===== src/design/dpr_pkg.sv =====
// shared types and constants for the disparity point reprojection block
package dpr_pkg;

  // accumulator width, sized for a subpixel factor of up to 64
  localparam int ACC_W = 54;
  // quotient bits: 17 integer bits and 17 fraction bits (one for rounding)
  localparam int QB = 34;
  localparam int FRAC_EXTRA = 17;
  localparam int REG_COUNT = 8;
  localparam int IDX_W = 4;
  localparam int DATA_W = 64;
  localparam int FIELD_W = 12;
  localparam int LANES = 3;

  localparam logic [31:0] SAT_POS = 32'h7FFF_FFFF;
  localparam logic [31:0] SAT_NEG = 32'h8000_0000;

  typedef logic [REG_COUNT-1:0][DATA_W-1:0] qregs_t;

  // one coordinate on its way through the divider
  typedef struct packed {
    logic [ACC_W:0]   rem;
    logic [ACC_W-1:0] num;
    logic [QB-1:0]    quo;
    logic             neg;
    logic             num_pos;
    logic             num_neg;
    logic             pre_ovf;
  } lane_t;

  // all three coordinates and their shared divisor
  typedef struct packed {
    lane_t [LANES-1:0] lane;
    logic [ACC_W-1:0]  den;
    logic              den_zero;
  } div_t;

endpackage


===== src/design/dpr_div_prep.sv =====
// signs, magnitudes and early overflow check ahead of the divider
module dpr_div_prep (
  input  logic                                  clk,
  input  logic                                  rst,
  input  logic                                  en,
  input  logic                                  in_valid,
  input  logic signed [3:0][dpr_pkg::ACC_W-1:0] acc,
  output logic                                  out_valid,
  output dpr_pkg::div_t                         out_div
);

  localparam int W = dpr_pkg::ACC_W;
  localparam int E = dpr_pkg::FRAC_EXTRA;

  dpr_pkg::div_t     nxt;
  logic [W-1:0]      an;
  logic [W+E-1:0]    den_sh;

  always_comb begin
    nxt = '0;
    nxt.den = acc[3][W-1] ? W'(-acc[3]) : W'(acc[3]);
    nxt.den_zero = (acc[3] == '0);
    den_sh = {nxt.den, {E{1'b0}}};
    an = '0;
    for (int l = 0; l < dpr_pkg::LANES; l++) begin
      an = acc[l][W-1] ? W'(-acc[l]) : W'(acc[l]);
      nxt.lane[l].num = an;
      nxt.lane[l].rem = (W+1)'(an >> E);
      nxt.lane[l].quo = '0;
      nxt.lane[l].neg = acc[l][W-1] ^ acc[3][W-1];
      nxt.lane[l].num_neg = acc[l][W-1];
      nxt.lane[l].num_pos = !acc[l][W-1] && (acc[l] != '0);
      // integer part would not fit in 17 bits
      nxt.lane[l].pre_ovf = ({{E{1'b0}}, an} >= den_sh);
    end
  end

  always_ff @(posedge clk) begin
    if (rst) begin
      out_valid <= 1'b0;
    end else if (en) begin
      out_valid <= in_valid;
    end
  end

  always_ff @(posedge clk) begin
    if (en) begin
      out_div <= nxt;
    end
  end

endmodule


===== config.mk =====
export PLATFORM = sky130hd
export DESIGN_NAME = dpr_div_prep
export DESIGN_NICKNAME = d
export VERILOG_FILES = /design/src/design/dpr_pkg.sv /design/src/design/dpr_div_prep.sv
export SDC_FILE = /design/constraint.sdc
export NUM_CORES = 1
export LEC_CHECK = 0
export BUFFER_PORTS_ARGS = -buffer_cell sky130_fd_sc_hd__buf_2
export CAP_MARGIN = 40
export CORE_AREA = 3 3 279 281
export DETAILED_ROUTE_END_ITERATION = 6
export DIE_AREA = 0 0 282 284
export PLACE_DENSITY_LB_ADDON = 0.3
export SYNTH_ARGS = -nofsm -noshare
export SYNTH_HDL_FRONTEND = slang
export SYNTH_SLANG_ARGS = --single-unit

===== constraint.sdc =====
create_clock -name clk -period 6 [get_ports clk]
set_clock_uncertainty 0.15 [all_clocks]
set_input_delay 0.9 -clock clk [delete_from_list [all_inputs] [get_ports clk]]
set_output_delay 0.9 -clock clk [all_outputs]
set_load 0.1 [all_outputs]

==> impl_metrics.tcl <==
set metrics [dict create \
    status "complete, no violations" \
    fin_crit_sh 0.9502 \
    synth_top_area_share 0.4203 \
    drv_cap 0 \
    routedWlPerCell_um 22.95 \
    root_buffer "clkbuf_16" \
    dp_hpwl_um 59050 \
    num_rows 101 \
    async_flop_share 0 \
    yosysTopAreaCell "edfxtp_1" \
    yosys-top-cells-area "edfxtp_1, buf_4, xnor2_1" \
    postCtsHoldBufs 0 \
    layout.nets 2426 \
    max_stage_delay_ns 0.64 \
    wl_um 71110 \
    path_cells "buf_2, or4_4, or4_1, or2_1, or4_4, or4_1, nand2b_4, o41ai_2, xnor2_1, ha_1, and4_1, nand2_1, nor3_1, nand3_1, or4_1, nor4_1, nand4_1, a211oi_1" \
    grt_antenna_before_repair 11 \
    wl_met2_um 35470 \
    ctsResizeCount 0 \
    hold_violations 0 \
    cts-htree-levels 1 \
    ir_drop_v 0.0002290 \
    critPathBufInv 1 \
    ant_nets 0 \
    vias 13870 \
    pre_cts_ws_ns -0.3399 \
    crit_type "input pin to flop" \
    crit_family "simple AND/OR/NAND/NOR gates" \
    dr.pass1.iters 5 \
    cp.arrival_ns 5.97 \
    area_growth_pct 26.09 \
    worst_slack_ns 0.2991 \
    synth_sequential_area_ratio 0.4215 \
    tightest_slew_ns 0.8126 \
    cts_setup_buffers 0 \
    critPathMaxFanout 7 \
    cp_slowest_cell "or4_1" \
    synthesis.area_sq_um 16360 \
    track_usage 0.1679 \
    cpMostUsedCell "or4_1" \
    hp-class "input pin to flop" \
    route.met3.wl_um 4667 \
    min_period_ns 5.701 \
    cts_made_buffers 31 \
    chipHeight_um 284 \
    cts_sinks 230 \
    vias_per_cell 4.478 \
    dp.cells 3035 \
    die_w_um 282 \
    avgSynthCellArea_sq_um 10.64 \
    clockBufferDepth 3 \
    slew_viol_final 0 \
    io_buffers 560 \
    drt-initial-drc-count 809 \
    cp.required_ns 6.27 \
    gp_congestion 0.8936 \
    hold_ws_ns 0.3323 \
    fill_cells 7999 \
    ys_warn_count 0 \
    p_per_area_nw_per_um2 350.5 \
    synth_edf_count 229 \
    grt_pass1_wl_um 97500 \
    cp-end-kind "flop" \
    drive_above_1_share 0.3508 \
    die-area_sq_um 80090 \
    p_leak_nw 8.606 \
    rsz0062_at_grt "false" \
    grt_pass1_vias 13480 \
    finalNonFillerCells 3098 \
    wl_met1_um 29330 \
    setup_viol 0 \
    slew_headroom 0.4583 \
    highest_layer "met5" \
    clock_latency_ns 0.57 \
    start_util 0.2161 \
    fmaxAchievable_mhz 175.4 \
    synth_cells 1537 \
    coreArea_sq_um 75700 \
    layout.cells.most_common_list "buf_2, edfxtp_1, xnor2_1" \
    drc_errors 0 \
    start_kind "input pin" \
    layout_commonest_cell "buf_2" \
    ys_ff_latch 230 \
    grt_max_degree 118 \
    gr-total-overflow 0 \
    synth_ff_type "edfxtp_1" \
    cts_tree "built" \
    synth_cell_types 63 \
    ios 717 \
    clkTransAtPathRegs_ns 0.06 \
]
[flip-flops by register name, summed over array words and instances (netlist names)]
| name | cells |
|---|---|
| out_div | 229 |
| out_valid | 1 |
[cell families (layout without fill, tap and decap cells)]
group                    count (synthesis)  in the layout  share of synthesized area
multiplexers                             1              1                  0.0006118
buffers and inverters                  354            777                     0.1426
flip-flops                             230            230                     0.4215
AND/OR/NAND/NOR                        346            346                     0.1179
AO/OA/AOI/OAI                          276            276                     0.1143
XOR/XNOR                               213            213                     0.1140
adder cells (fa/ha/maj)                116            116                    0.08871
other                                    1            161                  0.0002292
[routing by layer]
metal  vias up  global-route usage
li1       6395                   -
met1      6750              0.2086
met2       637              0.3008
met3        84             0.02682
met4         6             0.04145
met5         -                   0
[area by class of cell]
type,instances,area (sq um),share of cell area
Antenna cell,5,12.51,0.0006065
Timing Repair Buffer,664,3618,0.1754
Multi-Input combinational cell,1108,7726,0.3745
Inverter,55,206.4,0.01001
Clock inverter,20,143.9,0.006975
Clock buffer,38,802.0,0.03888
Tap cell,978,1224,0.05932
Sequential cell,230,6897,0.3343
[final timing paths]
path,startpoint,to,slack (ns),cells after the start
hold reg to reg,out_valid,out_valid,0.35,2
setup reg to reg,out_valid,out_valid,5.27,2
setup / recovery,acc[122],out_div[349],0.30,18
hold / removal,rst,out_valid,0.33,2
[report_power, final]
part	switching (W)	internal (W)
registers	0.0000876	0.00198
clock network	0.000767	0.000992
logic	0.00288	0.000528
[per-stage QoR]
stage	total power [W]	area, sq um	TNS (ns)	utilization
after floorplan	0.004909	16940	0	-
after global placement	0.005502	19660	-0.2160	0.2598
after detailed placement	0.005521	19660	-0.4390	0.2598
after CTS	0.007326	20610	0	0.2723
after global routing	0.007514	20630	0	0.2725
final	0.007231	20630	0	0.2725
[cells in the mapped netlist (3+ instances only)]
cell type,n
buf_4,267
edfxtp_1,229
xnor2_1,201
ha_1,116
nand2_1,76
o21ai_0,75
o31ai_1,59
inv_1,54
nor2_1,48
or4_1,40
a21oi_1,39
o41ai_1,37
nor4_1,28
nand3_1,27
nand4_1,27
nor3_1,23
or3_1,23
clkbuf_1,22
a21o_1,20
or2_2,16
xor2_1,12
a211oi_1,10
buf_1,8
nand2b_1,8
nand3b_1,5
or4_4,5
a2111oi_0,4
a31oi_1,3
and3_1,3
nand2b_4,3
o21ai_1,3
o21bai_1,3
No activity file was read; power rests on OpenSTA's default activity.
