**config.mk**
```make
export PLATFORM = sky130hd
export DESIGN_NAME = dpr_div_step
export DESIGN_NICKNAME = d
export VERILOG_FILES = /design/src/design/dpr_pkg.sv /design/src/design/dpr_div_step.sv
export SDC_FILE = /design/constraint.sdc
export NUM_CORES = 1
export LEC_CHECK = 0
export BUFFER_PORTS_ARGS = -buffer_cell sky130_fd_sc_hd__buf_2
export CORE_AREA = 2 2 384 386
export CTS_CLUSTER_DIAMETER = 50
export DETAILED_ROUTE_END_ITERATION = 10
export DIE_AREA = 0 0 386 388
export PLACE_DENSITY = 0.36
export SLEW_MARGIN = 20
export SYNTH_ARGS = -nofsm -noshare
export SYNTH_HDL_FRONTEND = slang
export SYNTH_SLANG_ARGS = --single-unit
```
**constraint.sdc**
```tcl
create_clock -name clk -period 5.5 [get_ports clk]
set_input_delay 1.1 -clock clk [delete_from_list [all_inputs] [get_ports clk]]
set_output_delay 1.1 -clock clk [all_outputs]
set_load 0.1 [all_outputs]
```
**src/design/dpr_pkg.sv**
```systemverilog
// shared types and constants for the disparity point reprojection block
package dpr_pkg;

  // accumulator width, sized for a subpixel factor of up to 64
  localparam int ACC_W = 54;
  // quotient bits: 17 integer bits and 17 fraction bits (one for rounding)
  localparam int QB = 34;
  localparam int FRAC_EXTRA = 17;
  localparam int REG_COUNT = 8;
  localparam int IDX_W = 4;
  localparam int DATA_W = 64;
  localparam int FIELD_W = 12;
  localparam int LANES = 3;

  localparam logic [31:0] SAT_POS = 32'h7FFF_FFFF;
  localparam logic [31:0] SAT_NEG = 32'h8000_0000;

  typedef logic [REG_COUNT-1:0][DATA_W-1:0] qregs_t;

  // one coordinate on its way through the divider
  typedef struct packed {
    logic [ACC_W:0]   rem;
    logic [ACC_W-1:0] num;
    logic [QB-1:0]    quo;
    logic             neg;
    logic             num_pos;
    logic             num_neg;
    logic             pre_ovf;
  } lane_t;

  // all three coordinates and their shared divisor
  typedef struct packed {
    lane_t [LANES-1:0] lane;
    logic [ACC_W-1:0]  den;
    logic              den_zero;
  } div_t;

endpackage

```
**src/design/dpr_div_step.sv**
```systemverilog
// one restoring division step for all three coordinates
module dpr_div_step #(
  parameter int STEP = 0
) (
  input  logic          clk,
  input  logic          rst,
  input  logic          en,
  input  logic          in_valid,
  input  dpr_pkg::div_t in_div,
  output logic          out_valid,
  output dpr_pkg::div_t out_div
);

  localparam int W = dpr_pkg::ACC_W;
  localparam int BIT = dpr_pkg::QB - 1 - STEP;

  logic [dpr_pkg::LANES-1:0] nb;
  dpr_pkg::div_t             nxt;
  logic [W:0]                rs;

  // next dividend bit: numerator bits, then zeros for the fraction
  for (genvar l = 0; l < dpr_pkg::LANES; l++) begin : g_bit
    if (BIT >= dpr_pkg::FRAC_EXTRA) begin : g_num
      assign nb[l] = in_div.lane[l].num[BIT - dpr_pkg::FRAC_EXTRA];
    end else begin : g_zero
      assign nb[l] = 1'b0;
    end
  end

  always_comb begin
    nxt = in_div;
    rs = '0;
    for (int l = 0; l < dpr_pkg::LANES; l++) begin
      rs = {in_div.lane[l].rem[W-1:0], nb[l]};
      if (rs >= {1'b0, in_div.den}) begin
        nxt.lane[l].rem = rs - {1'b0, in_div.den};
        nxt.lane[l].quo[BIT] = 1'b1;
      end else begin
        nxt.lane[l].rem = rs;
      end
    end
  end

  always_ff @(posedge clk) begin
    if (rst) begin
      out_valid <= 1'b0;
    end else if (en) begin
      out_valid <= in_valid;
    end
  end

  always_ff @(posedge clk) begin
    if (en) begin
      out_div <= nxt;
    end
  end

endmodule

```
==> out/qor.txt <==
Drt wl/cell: 26.4 µm
Final Slew Violations: 0
Post-synthesis sequential area ratio: 55.5%
Post-synthesis mux area share: 1.23%
Worst hold slack: 0.503 ns
Pwr per Cell Area: 442 nW/µm²
Simple logic cell fraction of the synthesized area: 10.4%
CTS tree: done
YS warnings: 0
Unrepaired setup endpoints after global routing: false
Startpoint types: input port
Critical Path Sink Type: flop
Clock-pin slew on the worst setup and hold paths: 0.05 ns
# Max-Cap Violations: 0
Routed Antenna Nets: 0
Adder-cell area share of the yosys netlist: 7.77%
Crit-path max FO: 9
Clock latency on the worst-skew pair: 0.68 ns
IO buf count: 993
Kind of critical path: input port to flop
Setup Fix Bufs, Post-CTS: 0
Area of the core: 145,000 µm²
Crit path required time: 6.05 ns
VDD IR max: 266 µV
Multi-input logic area: 11,100 µm²
Clk sinks: 497
Number of synthesized flops with an enable pin: 496
Placed Area: 34,200 µm²
Layout overhead on the synthesized area: 40.3%
Synthesized cell area: 26,900 µm²
Iter 0 DRT Violations: 1,304
Vias after detailed routing: 23,300
Period Utilization, post-route: 78.3%
CTS H-tree depth: 3
Filler Cell Count: 15,700
RePlAce Congestion: 0.865
F_max: 232 MHz
Register area: 14,900 µm²
Final Setup Violations: 0
Chip Height: 388 µm
Largest family of logic cells by synthesized area: compound AO/OA/AOI/OAI gates
Initial Util: 18.5%
Share of post-route cells with drive strength above 1: 36.4%
Pleak: 15.9 nW
# hold bufs at CTS: 0
Drt via density: 4.31
Status: complete, no violations
Tot GR Track Use: 18.3%
Ports: 997
Die area: 150,000 µm²
Vias in the first global route: 23,600
Synth Register Bits: 497
Worst Path Arrival: 4.86 ns
Worst Hold Class: flop to flop
Most used DFF post-synth: edfxtp_1
Synth cell types: 93
Synthesized-area fraction occupied by xor and xnor cells: 4.86%
Fraction of registers with async set or reset after synthesis: 0%
Post-Layout Inst Area: 37,700 µm²
Clock skew: 0 ns
Mean Syn Cell Area: 11.5 µm²
# rows: 140
Largest net degree at the start of global routing: 113
Post-cts gate resize count: 0
Post-Route WL: 143,000 µm
Synth Area in Compound Gates: 17.2%
Slew headroom: 51.6%
Worst-Margin Slew: 0.726 ns
HPWL after DPL: 120,000 µm
Minimum clock period: 4.31 ns
Clk root buf: clkbuf_16
Sum Neg Setup Slack: 0 ns
Nets: 4,043
Cells after synthesis: 2,340
First-pass GRT wire length: 189,000 µm
Die Width: 386 µm
Initial antenna violation count: 77
TritonCTS Buffers: 91
Gr ovfl total: 0
Clk buf depth: 3
First-pass iteration count of the detailed router: 7
Syn nets: 3,005
Final Hold Viols: 0
# DRC: 0
critical path, cell delays in order:
cell       delay, ns
buf_2           0.10
inv_1           0.40
ha_1            0.25
nor2b_1         0.17
o2111ai_1       0.21
a211oi_2        0.39
o21ai_1         0.20
a21o_1          0.29
a2111oi_4       0.50
o21ai_2         0.19
a21o_1          0.41
buf_4           0.29
a2111oi_2       0.21
a21o_1          0.13
per-stage QoR:
stage	power [mW]	utilization (%)	std cells	worst slack, ns
after floorplan	9.00	-	2340	1.63
after global placement	10.4	23.6	5201	0.458
after detailed placement	10.4	23.6	5201	0.436
after CTS	16.9	25.9	5372	1.18
after global routing	17.3	25.9	5382	1.07
final	16.7	26.0	5400	1.19
cells by family after synthesis:
kind of cell	after synthesis
simple gates	599
fa+ha+maj	165
flops	497
mux	30
buf+inv	194
compound gates	706
xor+xnor	149
cell usage in the layout (no fill, tap or decap), types with 8 or more instances in the layout:
cell type  instances
buf_4             35
a21oi_1          254
a31oi_1           23
ha_1             162
bufinv_16         21
buf_2            992
nand3_1           34
mux2_2            13
or3_1             11
o211ai_1           9
clkinv_1           9
inv_1            103
and3_1            23
and2_1             8
buf_12             8
clkinv_4          12
nand4_1           47
o21ai_2            8
nand2_1          200
diode_2           27
nand2b_1          17
nor2_1           180
mux2_1            12
o21a_1            15
inv_6              8
o21ai_0          130
a41oi_1            8
o21ai_1           14
xor2_1            58
o31ai_1            8
nor2b_1           12
nor3_1            27
o21bai_1          39
a211oi_1          13
a21o_1           102
clkbuf_16         91
xnor2_1           91
edfxtp_1         496
inv_8              8
final timing paths:
path,cells past startpoint,startpoint,slack [ns],to
worst min-delay path,2,out_valid,0.50,out_valid
worst min register to register,2,out_valid,0.50,out_valid
worst max-delay path,14,in_div[2],1.19,out_div[495]
worst max register to register,2,out_valid,4.92,out_valid
layer usage:
layer / up-vias / wire length [µm] / track usage (%)
met2: 816 / 73300 / 33.2
met1: 11200 / 51700 / 18.9
met5: - / 300 / 0
li1: 11000 / - / -
met4: 48 / 5510 / 7.34
met3: 235 / 12000 / 6.42
synthesized netlist by cell type, types with 34 or more instances:
cell type	instances	area share, %
edfxtp_1	496	55
a21oi_1	254	4.7
nand2_1	200	2.8
nor2_1	180	2.5
ha_1	162	7.5
o21ai_0	130	2.4
inv_1	103	1.4
a21o_1	102	2.8
xnor2_1	91	3.0
xor2_1	58	1.9
clkbuf_1	51	0.71
nand4_1	47	1.1
o21bai_1	39	1.1
nand3_1	34	0.63
sequential cells by signal, summed over array words and instances, names as in the netlist:
signal,cells
out_div,496
out_valid,1
power by group:
group,leakage [nW],switching (mW),internal [mW]
Clock,1.64,2.27,4.08
Combinational,9.42,4.47,1.04
Sequential,4.86,0.128,4.67
layout make-up:
| type | count | share of cell area, % |
|---|---|---|
| diodes | 27 | 0.179 |
| clock buffers | 97 | 6.10 |
| clock inverters | 74 | 2.92 |
| inverters | 103 | 1.03 |
| multi-input cells | 1649 | 29.5 |
| flip-flops and latches | 497 | 39.6 |
| well taps | 1917 | 6.36 |
| repair buffers | 1036 | 14.3 |
Note: power is estimated with default switching activity, not from simulation.
