File: config.mk
export PLATFORM = sky130hd
export DESIGN_NAME = dpr_result
export DESIGN_NICKNAME = d
export VERILOG_FILES = /design/src/design/dpr_pkg.sv /design/src/design/dpr_result.sv
export SDC_FILE = /design/constraint.sdc
export NUM_CORES = 1
export LEC_CHECK = 0
export ABC_AREA = 1
export BUFFER_PORTS_ARGS = -buffer_cell sky130_fd_sc_hd__buf_2
export CAP_MARGIN = 20
export CORE_AREA = 10 10 224 226
export DETAILED_ROUTE_END_ITERATION = 8
export DIE_AREA = 0 0 234 236
export PLACE_DENSITY = 0.6
export SYNTH_ARGS = -nofsm -noshare
export SYNTH_HDL_FRONTEND = slang
export SYNTH_SLANG_ARGS = --single-unit
File: constraint.sdc
create_clock -name clk -period 3.26 [get_ports clk]
set_input_delay 0.652 -clock clk [delete_from_list [all_inputs] [get_ports clk]]
set_output_delay 0.652 -clock clk [all_outputs]
set_load 0.05 [all_outputs]
File: src/design/dpr_pkg.sv
// shared types and constants for the disparity point reprojection block
package dpr_pkg;

  // accumulator width, sized for a subpixel factor of up to 64
  localparam int ACC_W = 54;
  // quotient bits: 17 integer bits and 17 fraction bits (one for rounding)
  localparam int QB = 34;
  localparam int FRAC_EXTRA = 17;
  localparam int REG_COUNT = 8;
  localparam int IDX_W = 4;
  localparam int DATA_W = 64;
  localparam int FIELD_W = 12;
  localparam int LANES = 3;

  localparam logic [31:0] SAT_POS = 32'h7FFF_FFFF;
  localparam logic [31:0] SAT_NEG = 32'h8000_0000;

  typedef logic [REG_COUNT-1:0][DATA_W-1:0] qregs_t;

  // one coordinate on its way through the divider
  typedef struct packed {
    logic [ACC_W:0]   rem;
    logic [ACC_W-1:0] num;
    logic [QB-1:0]    quo;
    logic             neg;
    logic             num_pos;
    logic             num_neg;
    logic             pre_ovf;
  } lane_t;

  // all three coordinates and their shared divisor
  typedef struct packed {
    lane_t [LANES-1:0] lane;
    logic [ACC_W-1:0]  den;
    logic              den_zero;
  } div_t;

endpackage

File: src/design/dpr_result.sv
// rounding, saturation and the output register
module dpr_result (
  input  logic          clk,
  input  logic          rst,
  input  logic          en,
  input  logic          in_valid,
  input  dpr_pkg::div_t in_div,
  output logic          out_valid,
  output logic [dpr_pkg::LANES-1:0][31:0] point,
  output logic          ovf
);

  logic [dpr_pkg::LANES-1:0][31:0] val;
  logic [dpr_pkg::LANES-1:0]       lov;
  logic [dpr_pkg::QB:0]            mag;

  // round half away from zero, then saturate
  always_comb begin
    mag = '0;
    for (int l = 0; l < dpr_pkg::LANES; l++) begin
      mag = ({1'b0, in_div.lane[l].quo} + 1'b1) >> 1;
      lov[l] = 1'b0;
      val[l] = '0;
      if (in_div.den_zero) begin
        lov[l] = 1'b1;
        if (in_div.lane[l].num_pos) val[l] = dpr_pkg::SAT_POS;
        else if (in_div.lane[l].num_neg) val[l] = dpr_pkg::SAT_NEG;
      end else if (in_div.lane[l].pre_ovf) begin
        lov[l] = 1'b1;
        val[l] = in_div.lane[l].neg ? dpr_pkg::SAT_NEG : dpr_pkg::SAT_POS;
      end else if (in_div.lane[l].neg) begin
        if (mag > (dpr_pkg::QB+1)'(dpr_pkg::SAT_NEG)) begin
          lov[l] = 1'b1;
          val[l] = dpr_pkg::SAT_NEG;
        end else begin
          val[l] = 32'(-mag);
        end
      end else begin
        if (mag > (dpr_pkg::QB+1)'(dpr_pkg::SAT_POS)) begin
          lov[l] = 1'b1;
          val[l] = dpr_pkg::SAT_POS;
        end else begin
          val[l] = mag[31:0];
        end
      end
    end
  end

  always_ff @(posedge clk) begin
    if (rst) begin
      out_valid <= 1'b0;
    end else if (en) begin
      out_valid <= in_valid;
    end
  end

  always_ff @(posedge clk) begin
    if (en) begin
      point <= val;
      ovf <= |lov;
    end
  end

endmodule

==> run metrics <==
Routability Congestion 0.937; Synth Area in Adders 0.0102; Rel. slew slack 0.493; outcome complete, no violations; vias in the first global route 12.5k; Leakage 6.20 nW; fin crit period 2960 ps; # rows 79; main combinational cell family by area after synthesis simple AND/OR/NAND/NOR gates; GRT Resource Usage Total 0.169; htree depth 3; maximum vdd drop 0.000292 V; CTS Root Cell clkbuf_16; Final Max Slew Viols 0; # setup viols final 0; slowest cell delay on critical path 250 ps; final hold violations 0; wire per inst 17.4 µm; required time of the critical path 3460 ps; Mapped Area 11100 µm²; Max clock buf depth 2; GRT met2 Usage 0.271; die height 236 µm; Pwr Density 314 nW/µm²; fin nets 2618; Overflow after GRT 0; port bufs 216; most common cell after layout, fill and taps aside nand2_1; Design Power 4.34 mW; Antenna Nets Post-Route 0; number of enable flip-flop cells after synthesis 97; Peak Freq 338 MHz; warnings from Yosys 0; Final WS setup 301 ps; Finished Layout Cells 2721; Syn-to-layout area delta 25.1%; Top FF cell, synth edfxtp_1; TritonCTS Sinks 98; post-synthesis compound-gate area fraction 0.0964; crit path DAT 3160 ps; ys async rst share 0; Top Usage Layer GRT met2; Tightest Pin Transition 760 ps; post-synthesis mux area share 0.000906; Hold Path Class in2reg; ratio of cells with drive above 1 in the final layout 0.203; io pins 598; met1 Usage GRT 0.210; worst skew pair latency 390 ps; initial antenna violation count 4; total CTS buffers 9; cell repeated most along the worst path nand3_1; die width 234 µm; RSZ-0062 raised after global routing no; Core Area 45900 µm²; # resized after CTS 0; Finished Core Util 0.301; post-synthesis simple-gate area fraction 0.496; DP Worst Slack -37.5 ps; Iter 0 DRT Violations 868; number of setup buffers added after CTS 0; Worst setup SP type primary input; met3 usage 0.0574; die area 55200 µm²; worst path cell trace buf_2 -> ha_1 -> nand3_1 -> nor2_1 -> xor2_1 -> nor2_1 -> nand2_1 -> nor2_2 -> nand3_1 -> nor2_2 -> nand3_2 -> nand2_2 -> buf_4 -> nand3_1 -> a21oi_1; # diodes 0; final wirelength 47400 µm; Bufs and invs on worst path 2; crit-path leading delay family simple AND/OR/NAND/NOR gates; commonest cells after routing, fill and taps aside nand2_1 (610), nor2_1 (260), buf_2 (215); number of synthesized register bits 98; crit end category register; CTS tree built; largest net degree at the start of global routing 97; crit path kind in2reg; first-pass GRT wire length 72600 µm; Via Count 13.0k; XOR/XNOR Fraction of Synth Area 0.0436; vias per std cell 4.78; Final HPWL DP 39200 µm; Final Skew 0 ps; placed cell count 2705; period utilisation layout 0.908; TritonRoute pass-1 iters 7; register area share after synthesis 0.265; Syn Nets 2330; # DRC 0; CP Max Fanout 12; CP max stage cell nor2_1; cts hold-fix bufs 0; clock-pin slew on the worst setup and hold paths 80 ps; MaxCap Viol Count 0; syn_area_per_cell 6.07 µm²; Cells after Synth 1821; initial core utilization 0.241; Netlist cell types 38
final timing paths:
path | start | end | slack (ps) | cells after the start
setup / recovery | in_div[207] | point[54]$_DFFE_PP_ | 300 | 15
setup reg to reg | out_valid$_SDFFE_PP0P_ | out_valid$_SDFFE_PP0P_ | 2660 | 2
hold reg to reg | out_valid$_SDFFE_PP0P_ | out_valid$_SDFFE_PP0P_ | 500 | 2
hold / removal | rst | out_valid$_SDFFE_PP0P_ | 400 | 2
cell type report:
| cell class | count | area (µm²) |
|---|---|---|
| multi-input cells | 1485 | 7150 |
| clock inverters | 7 | 92.6 |
| flip-flops and latches | 98 | 2930 |
| inverters | 197 | 739 |
| fillers | 5179 | 32000 |
| well taps | 607 | 759 |
| repair buffers | 318 | 1920 |
| clock buffers | 9 | 225 |
through the flow:
| stage | hold slack (ps) | instance area, µm² | setup TNS, ps |
|---|---|---|---|
| floorplan | 724 | 11100 | 0 |
| finish | 402 | 13800 | 0 |
| global route | 376 | 13800 | 0 |
| global placement | 471 | 13500 | -11.1 |
| CTS | 379 | 13800 | 0 |
| detailed placement | 489 | 13500 | -133 |
synth_stat cells, types with 3 or more instances:
master | instances | share of area
ha_1 | 9 | 0.010
nor2_4 | 15 | 0.015
nand3_1 | 174 | 0.079
edfxtp_1 | 97 | 0.26
clkinv_1 | 5 | 0.0017
clkbuf_1 | 23 | 0.0078
nand3_2 | 5 | 0.0045
o21ai_1 | 13 | 0.0059
buf_2 | 6 | 0.0027
a211oi_1 | 29 | 0.020
nand2_4 | 3 | 0.0031
nand2_2 | 24 | 0.014
nand2_1 | 610 | 0.21
nor2_8 | 4 | 0.0072
a21oi_1 | 129 | 0.058
o21ai_0 | 18 | 0.0082
nor2_1 | 263 | 0.089
nor2_2 | 24 | 0.014
xnor2_1 | 15 | 0.012
a31oi_1 | 3 | 0.0017
nor3_1 | 11 | 0.0050
inv_2 | 14 | 0.0048
inv_1 | 178 | 0.060
nand3b_1 | 36 | 0.024
xor2_1 | 40 | 0.032
buf_6 | 9 | 0.0092
nand4_1 | 50 | 0.028
power breakdown:
part	switching (mW)	total [mW]	internal, mW
clock	0.573	1.19	0.616
sequential	0.0416	1.57	1.53
combinational	1.19	1.58	0.397
total	1.80	4.34	2.54
flip-flops by register name (all words and copies together), names as in the netlist:
name       count
ovf            1
point         96
out_valid      1
metal layers:
metal | vias to the layer above | wire length (µm) | part of all wire
li1 | 6525 | - | -
met1 | 5968 | 20200 | 0.43
met2 | 432 | 21400 | 0.45
met3 | 69 | 4290 | 0.091
met4 | 6 | 1480 | 0.031
met5 | - | 36 | 0.00076
worst register-to-register path, cell delays in order, from the launching register on:
cell and delay [ps]:
dfxtp_1 310, mux2i_1 140, nor2_1 50
logic make-up after synthesis:
logic type / count (synthesis)
AND/OR/NAND/NOR: 1226
buffers and inverters: 238
multiplexers: 1
flip-flops: 98
XOR/XNOR: 55
AO/OA/AOI/OAI: 194
adder cells (fa/ha/maj): 9
No activity file was read; power rests on OpenSTA's default activity.
